File: config.mk
export PLATFORM = sky130hd
export DESIGN_NAME = sorted_priority_queue_top_flat
export DESIGN_NICKNAME = d
export VERILOG_FILES = /design/src/sv/spq_pkg.sv /design/src/sv/spq_req_if.sv /design/src/sv/spq_rsp_if.sv /design/src/sv/spq_store.sv /design/src/sv/spq_ctrl.sv /design/src/sv/sorted_priority_queue_top.sv /design/src/flat_wrapper.sv
export SDC_FILE = /design/constraint.sdc
export NUM_CORES = 1
export LEC_CHECK = 0
export BUFFER_PORTS_ARGS = -buffer_cell sky130_fd_sc_hd__buf_2
export CAP_MARGIN = 20
export CORE_MARGIN = 8
export CORE_UTILIZATION = 55
export DETAILED_ROUTE_END_ITERATION = 6
export GPL_ROUTABILITY_DRIVEN = 0
export GPL_TIMING_DRIVEN = 0
export HOLD_SLACK_MARGIN = 0.02
export PLACE_DENSITY = 0.79
export SETUP_SLACK_MARGIN = 0.05
export SLEW_MARGIN = 20
export SYNTH_ARGS = -nofsm -noshare
export SYNTH_HDL_FRONTEND = slang
export SYNTH_HIERARCHICAL = 1
export SYNTH_SLANG_ARGS = --single-unit
File: constraint.sdc
create_clock -name clock -period 15.3 [get_ports clock]
set_input_delay 2.295 -clock clock [delete_from_list [all_inputs] [get_ports clock]]
set_output_delay 2.295 -clock clock [all_outputs]
set_load 0.05 [all_outputs]
File: src/sv/spq_pkg.sv
package spq_pkg;

   // Action codes carried by a request beat.
   localparam logic [1:0] ACT_ENQUEUE = 2'd0;
   localparam logic [1:0] ACT_DEQUEUE = 2'd1;
   localparam logic [1:0] ACT_LIST    = 2'd2;

   // Status codes carried by a response beat.
   localparam logic [1:0] ST_OK    = 2'd0;
   localparam logic [1:0] ST_EMPTY = 2'd1;
   localparam logic [1:0] ST_FULL  = 2'd2;

   // Longest run of response beats that one list request may produce.
   localparam int MAX_RESULTS = 16;

   // One stored entry: item value and its priority.
   typedef struct packed {
      logic signed [31:0] val;
      logic signed [15:0] pri;
   } spq_entry_type;

   // Strobes from the sequencer to the entry store.
   typedef struct packed {
      logic wr_en;
      logic rd_en;
   } spq_mem_ctl_type;

endpackage

File: src/sv/spq_req_if.sv
interface spq_req_if;
   logic               valid;
   logic               ready;
   logic        [1:0]  action;
   logic signed [31:0] value_in;
   logic signed [15:0] priority_in;

   modport source (output valid, output action, output value_in, output priority_in,
                   input ready);
   modport sink (input valid, input action, input value_in, input priority_in,
                 output ready);
endinterface

File: src/sv/spq_rsp_if.sv
interface spq_rsp_if;
   logic               valid;
   logic               ready;
   logic        [1:0]  status;
   logic signed [31:0] value_out;
   logic signed [15:0] priority_out;
   logic               last;

   modport source (output valid, output status, output value_out, output priority_out,
                   output last, input ready);
   modport sink (input valid, input status, input value_out, input priority_out,
                 input last, output ready);
endinterface

File: src/sv/spq_store.sv
module spq_store
   import spq_pkg::*;
#(
   parameter int CAPACITY = 16,
   localparam int AW = (CAPACITY > 1) ? $clog2(CAPACITY) : 1
) (
   input  logic            clock,
   input  spq_mem_ctl_type mem_ctl,
   input  logic [AW-1:0]   wr_addr,
   input  spq_entry_type   wr_data,
   input  logic [AW-1:0]   rd_addr,
   output spq_entry_type   rd_data_ff
);

   spq_entry_type mem [CAPACITY];

   // Single write port and one registered read port; the read data holds
   // until the next read strobe.
   always_ff @(posedge clock) begin
      if (mem_ctl.wr_en) begin
         mem[wr_addr] <= wr_data;
      end
      if (mem_ctl.rd_en) begin
         rd_data_ff <= mem[rd_addr];
      end
   end

endmodule

File: src/sv/spq_ctrl.sv
module spq_ctrl
   import spq_pkg::*;
#(
   parameter int CAPACITY = 16,
   localparam int AW = (CAPACITY > 1) ? $clog2(CAPACITY) : 1,
   localparam int CW = $clog2(CAPACITY + 1)
) (
   input  logic            clock,
   input  logic            reset,
   spq_req_if.sink         req_if,
   spq_rsp_if.source       rsp_if,
   output spq_mem_ctl_type mem_ctl,
   output logic [AW-1:0]   wr_addr,
   output spq_entry_type   wr_data,
   output logic [AW-1:0]   rd_addr,
   input  spq_entry_type   rd_data
);

   localparam int LIST_MAX = (CAPACITY < MAX_RESULTS) ? CAPACITY : MAX_RESULTS;

   localparam logic [2:0] S_IDLE = 3'd0;
   localparam logic [2:0] S_SCAN = 3'd1;
   localparam logic [2:0] S_CMP  = 3'd2;
   localparam logic [2:0] S_RESP = 3'd3;
   localparam logic [2:0] S_READ = 3'd4;
   localparam logic [2:0] S_DATA = 3'd5;

   logic [2:0]    state_ff, state_in;
   logic [CW-1:0] count_ff, count_in;
   logic [AW-1:0] idx_ff, idx_in;
   logic [AW-1:0] end_ff, end_in;
   spq_entry_type new_ff, new_in;
   logic [1:0]    res_status_ff, res_status_in;

   logic          rsp_valid_ff, rsp_valid_in;
   logic [1:0]    rsp_status_ff, rsp_status_in;
   spq_entry_type rsp_entry_ff, rsp_entry_in;
   logic          rsp_last_ff, rsp_last_in;

   logic          accept;
   logic          slot_free;
   logic          is_full;
   logic          is_empty;
   logic [CW-1:0] list_len;
   logic          pri_greater;

   assign req_if.ready = (state_ff == S_IDLE);
   assign accept       = req_if.valid && req_if.ready;
   assign slot_free    = !rsp_valid_ff || rsp_if.ready;
   assign is_full      = (count_ff == CW'(CAPACITY));
   assign is_empty     = (count_ff == '0);
   assign list_len     = (count_ff > CW'(LIST_MAX)) ? CW'(LIST_MAX) : count_ff;

   // The shared comparator: does the stored entry sort after the new one?
   assign pri_greater = (rd_data.pri > new_ff.pri);

   assign rsp_if.valid        = rsp_valid_ff;
   assign rsp_if.status       = rsp_status_ff;
   assign rsp_if.value_out    = rsp_entry_ff.val;
   assign rsp_if.priority_out = rsp_entry_ff.pri;
   assign rsp_if.last         = rsp_last_ff;

   // Sequencer. An enqueue walks down from the tail, moving each entry with
   // a larger priority up one place until the insertion point is found.
   always_comb begin
      state_in      = state_ff;
      count_in      = count_ff;
      idx_in        = idx_ff;
      end_in        = end_ff;
      new_in        = new_ff;
      res_status_in = res_status_ff;
      rsp_valid_in  = rsp_valid_ff;
      rsp_status_in = rsp_status_ff;
      rsp_entry_in  = rsp_entry_ff;
      rsp_last_in   = rsp_last_ff;
      mem_ctl       = '0;
      wr_addr       = idx_ff;
      wr_data       = new_ff;
      rd_addr       = idx_ff;

      if (rsp_if.ready) begin
         rsp_valid_in = 1'b0;
      end

      case (state_ff)
         S_IDLE: begin
            if (accept) begin
               case (req_if.action)
                  ACT_ENQUEUE: begin
                     if (is_full) begin
                        res_status_in = ST_FULL;
                        state_in      = S_RESP;
                     end else begin
                        new_in   = '{val: req_if.value_in, pri: req_if.priority_in};
                        idx_in   = count_ff[AW-1:0];
                        state_in = S_SCAN;
                     end
                  end
                  ACT_DEQUEUE: begin
                     if (is_empty) begin
                        res_status_in = ST_EMPTY;
                        state_in      = S_RESP;
                     end else begin
                        mem_ctl.rd_en = 1'b1;
                        rd_addr       = AW'(count_ff - 1'b1);
                        idx_in        = AW'(count_ff - 1'b1);
                        end_in        = AW'(count_ff - 1'b1);
                        count_in      = count_ff - 1'b1;
                        state_in      = S_DATA;
                     end
                  end
                  ACT_LIST: begin
                     if (is_empty) begin
                        res_status_in = ST_EMPTY;
                        state_in      = S_RESP;
                     end else begin
                        mem_ctl.rd_en = 1'b1;
                        rd_addr       = '0;
                        idx_in        = '0;
                        end_in        = AW'(list_len - 1'b1);
                        state_in      = S_DATA;
                     end
                  end
                  default: begin
                     // The spare action code is dropped without a response.
                     state_in = S_IDLE;
                  end
               endcase
            end
         end
         S_SCAN: begin
            if (idx_ff == '0) begin
               mem_ctl.wr_en = 1'b1;
               wr_addr       = '0;
               count_in      = count_ff + 1'b1;
               res_status_in = ST_OK;
               state_in      = S_RESP;
            end else begin
               mem_ctl.rd_en = 1'b1;
               rd_addr       = idx_ff - 1'b1;
               state_in      = S_CMP;
            end
         end
         S_CMP: begin
            mem_ctl.wr_en = 1'b1;
            if (pri_greater) begin
               wr_data  = rd_data;
               idx_in   = idx_ff - 1'b1;
               state_in = S_SCAN;
            end else begin
               count_in      = count_ff + 1'b1;
               res_status_in = ST_OK;
               state_in      = S_RESP;
            end
         end
         S_RESP: begin
            if (slot_free) begin
               rsp_valid_in  = 1'b1;
               rsp_status_in = res_status_ff;
               rsp_entry_in  = '0;
               rsp_last_in   = 1'b1;
               state_in      = S_IDLE;
            end
         end
         S_READ: begin
            mem_ctl.rd_en = 1'b1;
            state_in      = S_DATA;
         end
         S_DATA: begin
            if (slot_free) begin
               rsp_valid_in  = 1'b1;
               rsp_status_in = ST_OK;
               rsp_entry_in  = rd_data;
               rsp_last_in   = (idx_ff == end_ff);
               if (idx_ff == end_ff) begin
                  state_in = S_IDLE;
               end else begin
                  idx_in   = idx_ff + 1'b1;
                  state_in = S_READ;
               end
            end
         end
         default: begin
            state_in = S_IDLE;
         end
      endcase
   end

   // Control state with synchronous reset.
   always_ff @(posedge clock) begin
      if (reset) begin
         state_ff     <= S_IDLE;
         count_ff     <= '0;
         rsp_valid_ff <= 1'b0;
      end else begin
         state_ff     <= state_in;
         count_ff     <= count_in;
         rsp_valid_ff <= rsp_valid_in;
      end
   end

   // Working and payload registers.
   always_ff @(posedge clock) begin
      idx_ff        <= idx_in;
      end_ff        <= end_in;
      new_ff        <= new_in;
      res_status_ff <= res_status_in;
      rsp_status_ff <= rsp_status_in;
      rsp_entry_ff  <= rsp_entry_in;
      rsp_last_ff   <= rsp_last_in;
   end

endmodule

File: src/sv/sorted_priority_queue_top.sv
// Enqueue moves each entry that sorts after the new one up one place; list sends one beat per entry.
// One request is handled at a time, and a response beat may wait for the receiver.
// Response beats leave through an output register, so a new request is taken while one waits.
// Synchronous reset empties the queue and clears the sequencer and output valid;
// the entry store itself is not cleared.
module sorted_priority_queue_top
   import spq_pkg::*;
#(
   parameter int CAPACITY = 16,
   localparam int AW = (CAPACITY > 1) ? $clog2(CAPACITY) : 1
) (
   input  logic      clock,
   input  logic      reset,
   spq_req_if.sink   req_if,
   spq_rsp_if.source rsp_if
);

   spq_mem_ctl_type mem_ctl;
   logic [AW-1:0]   wr_addr;
   logic [AW-1:0]   rd_addr;
   spq_entry_type   wr_data;
   spq_entry_type   rd_data;

   // Sequencer with the shared priority comparator and the output register.
   spq_ctrl #(
      .CAPACITY (CAPACITY)
   ) u_ctrl (
      .clock   (clock),
      .reset   (reset),
      .req_if  (req_if),
      .rsp_if  (rsp_if),
      .mem_ctl (mem_ctl),
      .wr_addr (wr_addr),
      .wr_data (wr_data),
      .rd_addr (rd_addr),
      .rd_data (rd_data)
   );

   // Sorted entry storage, head at address zero.
   spq_store #(
      .CAPACITY (CAPACITY)
   ) u_store (
      .clock      (clock),
      .mem_ctl    (mem_ctl),
      .wr_addr    (wr_addr),
      .wr_data    (wr_data),
      .rd_addr    (rd_addr),
      .rd_data_ff (rd_data)
   );

endmodule

File: src/flat_wrapper.sv
// flat-port wrapper written by rule: the top's interface ports become plain ports
module sorted_priority_queue_top_flat import spq_pkg::*;
#(
   parameter int CAPACITY = 16,
   localparam int AW = (CAPACITY > 1) ? $clog2(CAPACITY) : 1
)
  (clock, reset, req_if_valid, req_if_action, req_if_value_in, req_if_priority_in, req_if_ready, rsp_if_valid, rsp_if_status, rsp_if_value_out, rsp_if_priority_out, rsp_if_last, rsp_if_ready);
  spq_req_if req_if_i ();
  spq_rsp_if rsp_if_i ();
  input  logic clock;
  input  logic reset;
  input wire logic [$bits(req_if_i.valid)-1:0] req_if_valid;
  input wire logic [$bits(req_if_i.action)-1:0] req_if_action;
  input wire logic [$bits(req_if_i.value_in)-1:0] req_if_value_in;
  input wire logic [$bits(req_if_i.priority_in)-1:0] req_if_priority_in;
  output wire logic [$bits(req_if_i.ready)-1:0] req_if_ready;
  output wire logic [$bits(rsp_if_i.valid)-1:0] rsp_if_valid;
  output wire logic [$bits(rsp_if_i.status)-1:0] rsp_if_status;
  output wire logic [$bits(rsp_if_i.value_out)-1:0] rsp_if_value_out;
  output wire logic [$bits(rsp_if_i.priority_out)-1:0] rsp_if_priority_out;
  output wire logic [$bits(rsp_if_i.last)-1:0] rsp_if_last;
  input wire logic [$bits(rsp_if_i.ready)-1:0] rsp_if_ready;
  assign req_if_i.valid = req_if_valid;
  assign req_if_i.action = req_if_action;
  assign req_if_i.value_in = req_if_value_in;
  assign req_if_i.priority_in = req_if_priority_in;
  assign req_if_ready = req_if_i.ready;
  assign rsp_if_valid = rsp_if_i.valid;
  assign rsp_if_status = rsp_if_i.status;
  assign rsp_if_value_out = rsp_if_i.value_out;
  assign rsp_if_priority_out = rsp_if_i.priority_out;
  assign rsp_if_last = rsp_if_i.last;
  assign rsp_if_i.ready = rsp_if_ready;
  sorted_priority_queue_top #(.CAPACITY(CAPACITY)) u_core (.clock(clock), .reset(reset), .req_if(req_if_i), .rsp_if(rsp_if_i));
endmodule
==> results of run 1 <==
-- worst paths after layout --
kind / to / cells past startpoint
max reg2reg: u_core/u_store/rd_data_ff[26] / 14
max: u_core/u_store/rd_data_ff[26] / 11
min: u_core/u_ctrl/rsp_if.status[1] / 1
min reg2reg: u_core/u_ctrl/rsp_if.status[1] / 1
-- kinds of logic (layout without fill, tap and decap cells) --
logic type                 count (synthesis)  count (layout)
DFF                                      934             934
other                                      0               1
adders and majority gates                 27              27
and+or+nand+nor                          230             230
AOI/OAI and AO/OA                        184             184
xor gates and xnor gates                   9               9
muxes                                    243             243
buffers and inverters                    125             460
-- cells in the final DEF, fill, tap and decap left out, types with 4 or more instances in the layout --
| master | synthesis | final |
|---|---|---|
| edfxtp_1 | 925 | 925 |
| mux4_2 | 192 | 192 |
| buf_2 | 6 | 112 |
| a22oi_1 | 100 | 100 |
| clkbuf_16 | 0 | 93 |
| nand2_1 | 82 | 82 |
| clkbuf_1 | 46 | 66 |
| and2_1 | 51 | 51 |
| mux2_1 | 47 | 47 |
| buf_4 | 18 | 40 |
| nor2_1 | 47 | 33 |
| inv_1 | 29 | 29 |
| ha_1 | 27 | 27 |
| a21oi_1 | 19 | 19 |
| clkinv_1 | 0 | 18 |
| buf_16 | 0 | 18 |
| clkinv_2 | 0 | 17 |
| buf_1 | 17 | 17 |
| buf_12 | 0 | 16 |
| o21ai_0 | 14 | 14 |
| nor2_4 | 0 | 14 |
| buf_6 | 6 | 12 |
| bufinv_16 | 0 | 11 |
| nand3_1 | 9 | 9 |
| dfxtp_1 | 9 | 9 |
| nor3_1 | 12 | 8 |
| o21ai_1 | 8 | 8 |
| nor2b_1 | 6 | 6 |
| xor2_1 | 5 | 5 |
| nand2b_1 | 4 | 4 |
| a21o_1 | 4 | 4 |
| xnor2_1 | 4 | 4 |
| a41o_1 | 4 | 4 |
| nor3_2 | 0 | 4 |
-- final cells by class --
cell class,instances,area [um2]
Clock inverter,53,571
Clock buffer,114,2420
Multi-Input combinational cell,693,7900
Antenna cell,1,2.50
Fill cell,4026,23400
Timing Repair Buffer,168,1580
Inverter,32,120
Tap cell,864,1080
Sequential cell,934,28000
Buffer,93,469
-- state kept, by name (all words and copies together) (netlist names) --
| name | flops |
|---|---|
| u_core/u_store/mem | 768 |
| u_core/u_ctrl/rsp_if.last | 1 |
| u_core/u_ctrl/rsp_if.status | 2 |
| u_core/u_ctrl/count_ff | 5 |
| u_core/u_ctrl/idx_ff | 4 |
| u_core/u_ctrl/state_ff | 3 |
| u_core/u_ctrl/res_status_ff | 2 |
| u_core/u_store/rd_data_ff | 48 |
| u_core/u_ctrl/rsp_if.valid | 1 |
| u_core/u_ctrl/new_ff | 48 |
| u_core/u_ctrl/rsp_if.value_out | 32 |
| u_core/u_ctrl/end_ff | 4 |
| u_core/u_ctrl/rsp_if.priority_out | 16 |
-- power by group through the flow --
stage | Combinational [mW] | Clock, mW | Sequential, mW
after CTS | 3.17 | 2.26 | 3.35
after global placement | 2.89 | 0 | 3.43
final | 3.18 | 2.25 | 3.35
after global routing | 3.34 | 2.36 | 3.37
after floorplan | 2.06 | 0 | 3.43
after detailed placement | 3.10 | 0 | 3.40
-- metal layers --
layer	part of all wire, %	wire length (um)
met1	36	31900
met2	50	44200
met3	10	8830
met4	3.5	3030
met5	0	0
-- critical path, delay by kind of cell --
| kind | cells | cell delay, ps |
|---|---|---|
| adder cells (fa/ha/maj) | 1 | 320 |
| buffers and inverters | 5 | 1880 |
| AND/OR/NAND/NOR | 3 | 800 |
| AO/OA/AOI/OAI | 2 | 890 |
-- per-stage QoR --
stage,cells,hold slack (ps)
after floorplan,1752,497
after global placement,2722,507
after detailed placement,2784,505
after CTS,2951,518
after global routing,2952,562
final,2952,517
==> impl_metrics.ini, run 1 <==
[synthesis]
synth.area.mux_share_pct = 13.5
synth-compound-area-share_pct = 3.62
synth_area_leaders = edfxtp_1 (77%), mux4_2 (12%), a22oi_1 (2.1%)
yosysWarnings = 6
ys_top_cells_by_count = edfxtp_1 (925), mux4_2 (192), a22oi_1 (100)
syn_inst = 1752
avgSynthCellArea_um2 = 20.7
yosysTopAreaCell = edfxtp_1
synth_edf_count = 925
synth_top_family_by_area = multiplexers
synth_top_area_share_pct = 76.5
synth.net_count = 1833
synthFlopType = edfxtp_1
synthesis.area_um2 = 36300
synth-seq-cells = 934
synth_fa_ha_area_share_pct = 0.931
async_flop_share_pct = 0
yosys.area_share.simple_pct = 3.11
ys_seq_area_share_pct = 77.0
synth_cell_types = 63
synth-xor-area-share_pct = 0.217
yosysMostFrequentCell = edfxtp_1

[cts]
postCtsSetupBuffers = 0
clock-sinks = 934
cts_root_buf = clkbuf_16
cts_tree = yes
clkTransAtPathRegs_ps = 60
clk_latency_ps = 650
hold_buffers = 0
cts_resized = 0
cts_max_level = 3
cts_made_buffers = 91
cts_buffer_depth = 3

[global_routing]
grt_util_met3_pct = 4.75
grtUsageTotal_pct = 23.3
grt_max_degree = 23
grt_pass1_vias = 20048
grt_pass1_wl_mm = 128
grt.busiest_layer = met2
grt_overflow = 0
use_met1_pct = 29.8
antenna_found_initial = 2
met2_usage_pct = 39.2

[routing]
vias = 19233
route.detailed.drc = 0
routed_wl_mm = 87.9
viasPerCell = 6.52
antenna_left = 0
firstDrtPassIters = 7
wire_per_inst_um = 29.8
first_iter_violations = 2731

[worst_setup_path]
required_ps = 15800
path_common_cell = clkbuf_1
worstSetupStartpointType = input port
startpoint = req_if_action[0]
rrSetupSlack_ps = 10400
worst_setup_path_end_kind = flop
cp_max_fo = 10
slowest_delay_ps = 660
worstSetupPathType = input port to flop
worstPathCellList = buf_2 > inv_1 > ha_1 > clkbuf_1 > nand3_1 > o22ai_1 > nor2b_1 > clkbuf_1 > clkbuf_1 > a22oi_1 > nand2_1
critPathSlowestCell = clkbuf_1
crit_arrival_ps = 6200
r2r_start = u_core/u_ctrl/count_ff[0]

[power]
netSwitchingFraction_pct = 33.5
p_sw_mw = 2.94
power_density_nw_per_um2 = 209
p_comb_share_pct = 36.3
peakVddDrop_mv = 0.0959
p_clk_share_pct = 25.6
p_seq_share_pct = 38.2
finalPower_mw = 8.78
p_leak_nw = 13.7
intPower_mw = 5.84

[cells_and_area]
area_growth_pct = 16.0
final_area_um2 = 42100
utilization_pct = 64.3
nNetsFinal = 2094
drive_gt1_share_pct = 26.2

[timing]
tns_ps = 0
slew_viol_final = 0
fin_ws_ps = 9600
clock.fmax_mhz = 175
min_period_over_period_pct = 37.3
setup_viol = 0
rsz0062_at_grt = false
hold_viol = 0
fin_skew_ps = 33.2
period_needed_ps = 5700
worst_pin_slew_ps = 1170
slew_headroom_pct = 21.6

[die]
die_w_um = 273
design.portCount = 107
fp.coreArea_um2 = 65500
fp.dieH_um = 273
start_util_pct = 55.4
rows = 94
die_area_um2 = 74500

[hold_path]
hp-class = flop to flop
worstHoldStart = u_core/u_ctrl/res_status_ff[1]

[place]
hpwl_mm = 53.8
portBuffers = 106
dp_slack_ps = 9190
place_area_um2 = 39100

[flow_run]
cap_violations = 0

[run_status]
status = finished clean
Power figures use the tool's default switching activity.
==> run 2, diff against run 1 <==
==> constraint.sdc (replaced) <==
create_clock -name clock -period 5.7 [get_ports clock]
set_input_delay 0.855 -clock clock [delete_from_list [all_inputs] [get_ports clock]]
set_output_delay 0.855 -clock clock [all_outputs]
set_load 0.05 [all_outputs]
==> run 2 against run 1 <==
The run now ends with design-rule violations left; critical path type is now flop to flop; sequential cell count is the same; first-iteration DRC count grew 7.7%; worst hold slack got worse by 130 ps; largest power group unchanged; critical endpoint is now u_core/u_store/rd_data_ff[5]; total power grew to 2.7 times the previous value; sequential share of layout area down 0.15 points; largest cell class unchanged.
==> impl_metrics.ini, run 2 (same netlist as run 1, synthesis figures left out) <==
[cts]
clkTransAtPathRegs_ps = 60
cts_root_buf = clkbuf_16
clock-sinks = 934
clk_latency_ps = 650
postCtsSetupBuffers = 0
cts_buffer_depth = 3
cts_made_buffers = 89
cts_max_level = 3
hold_buffers = 0
cts_tree = yes
cts_resized = 0

[cells_and_area]
largest_reg_flops = 768
area_growth_pct = 16.2
drive_gt1_share_pct = 26.2
largest_register = u_core/u_store/mem
nNetsFinal = 2091
largestRegisters = u_core/u_store/mem (768), u_core/u_ctrl/new_ff (48), u_core/u_store/rd_data_ff (48)
final_common_cell = edfxtp_1
antennaDiodeCount = 0
final_cells = 2948
layout_common_cells = edfxtp_1 (925), mux4_2 (192), buf_2 (112)

[timing]
holdWs_ps = 382
clock.fmax_mhz = 208
setup_viol = 0
period_needed_ps = 4800
hold_viol = 0
min_period_over_period_pct = 84.2
slew_headroom_pct = 25.2
rsz0062_at_grt = false
worst_pin_slew_ps = 1120
slew_viol_final = 0
fin_skew_ps = 38.4

[hold_path]
whs_path_depth = 1
worstHoldStart = req_if_priority_in[8]
min_to = u_core/u_ctrl/new_ff[8]
hp-class = input port to flop

[worst_setup_path]
r2r_cells = 13
worstSetupStartpointType = flop
required_ps = 6050
worstReg2RegEnd = u_core/u_store/rd_data_ff[5]
rrSetupSlack_ps = 900
r2r_start = u_core/u_ctrl/count_ff[0]
startpoint = u_core/u_ctrl/count_ff[0]
cp_max_fo = 10
crit_arrival_ps = 5150
worst_setup_path_end_kind = flop
worstSetupPathType = flop to flop

[global_routing]
grtUsageTotal_pct = 23.9
grt_pass1_wl_mm = 132
grt_max_degree = 23
antenna_found_initial = 0
grt_overflow = 0
grt_pass1_vias = 20114

[die]
die_w_um = 273
rows = 94
fp.dieH_um = 273
design.portCount = 107
fp.coreArea_um2 = 65500
die_area_um2 = 74500
start_util_pct = 55.4

[routing]
viasPerCell = 6.54
firstDrtPassIters = 7
antenna_left = 0
routed_wl_mm = 89.6
route.detailed.drc = 2
wire_per_inst_um = 30.4
vias = 19266
first_iter_violations = 2941

[power]
netSwitchingFraction_pct = 33.9
p_clk_share_pct = 25.6
p_seq_share_pct = 37.9
p_sw_mw = 8.03
peakVddDrop_mv = 0.269
p_comb_share_pct = 36.4
intPower_mw = 15.7
power_density_nw_per_um2 = 562
p_leak_nw = 13.7

[run_status]
status = finished with violations
violations = design-rule violations

[place]
hpwl_mm = 54.1
portBuffers = 106
place_inst = 2783

[flow_run]
cap_violations = 0
==> run 2: cell count changes in the layout (fill, tap and decap cells not counted), sizes merged <==
cell / change
bufinv: +1
inv: -1
clkbuf: -9
clkinvlp: +6
clkinv: +1
diode: -1
buf: -1
==> run 2: cell type report <==
cell class | instances | area (um2)
buffer | 93 | 469
clock buffer | 105 | 2350
clock inverter | 60 | 654
fill | 3973 | 23300
inverter | 32 | 120
multi-input combinational | 693 | 7910
sequential | 934 | 28000
tap | 864 | 1080
timing repair buffer | 167 | 1650
==> run 2: metrics by stage <==
stage | TNS [ps] | utilization [%] | total power, mW | setup WS [ps] | area, um2
floorplan | -5360 | - | 14.7 | -37.2 | 36300
global placement | -1374410 | 57.9 | 16.9 | -3880 | 37900
detailed placement | 0 | 59.8 | 17.4 | 1010 | 39200
CTS | 0 | 64.4 | 23.7 | 1030 | 42200
global route | 0 | 64.4 | 24.5 | 738 | 42200
finish | 0 | 64.4 | 23.7 | 902 | 42200
==> run 2: how the worst max path moves through the flow <==
stage / endpoint / slack [ps] / depth (start not counted)
5_1_grt: u_core/u_store/rd_data_ff[5] / 740 / 13
3_3_place_gp: u_core/u_store/mem[12][32] / -3880 / 9
4_1_cts: u_core/u_store/rd_data_ff[5] / 1030 / 13
6_report: u_core/u_store/rd_data_ff[5] / 900 / 13
2_1_floorplan: u_core/u_store/mem[12][0] / -40 / 9
3_5_place_dp: u_core/u_store/rd_data_ff[43] / 1010 / 11
==> run 2: critical path: stages (launching register included) <==
cell and delay [ps]:
dfxtp_1 400, inv_1 180, ha_1 170, or3b_1 430
nor2_1 520, nand2_1 100, o21ai_1 100, a22oi_1 130
o221ai_1 410, buf_2 420, buf_1 770, mux4_2 450
a22oi_1 250, nand2_1 160
==> run 2: routing by layer <==
layer	up-vias	wire [um]	GRT usage, %	part of all wire, %
li1	7759	-	-	-
met1	9892	32300	30.9	36
met2	1386	44300	39.8	50
met3	229	9310	4.78	10
met4	0	3650	10.0	4.1
met5	-	0	0	0
==> run 2: power by group through the flow <==
stage	registers (mW)	logic (mW)	clock network, mW
6_report	8.99	8.64	6.08
4_1_cts	8.99	8.59	6.13
3_5_place_dp	9.11	8.33	0
3_3_place_gp	9.16	7.71	0
5_1_grt	9.04	9.10	6.38
2_1_floorplan	9.21	5.54	0
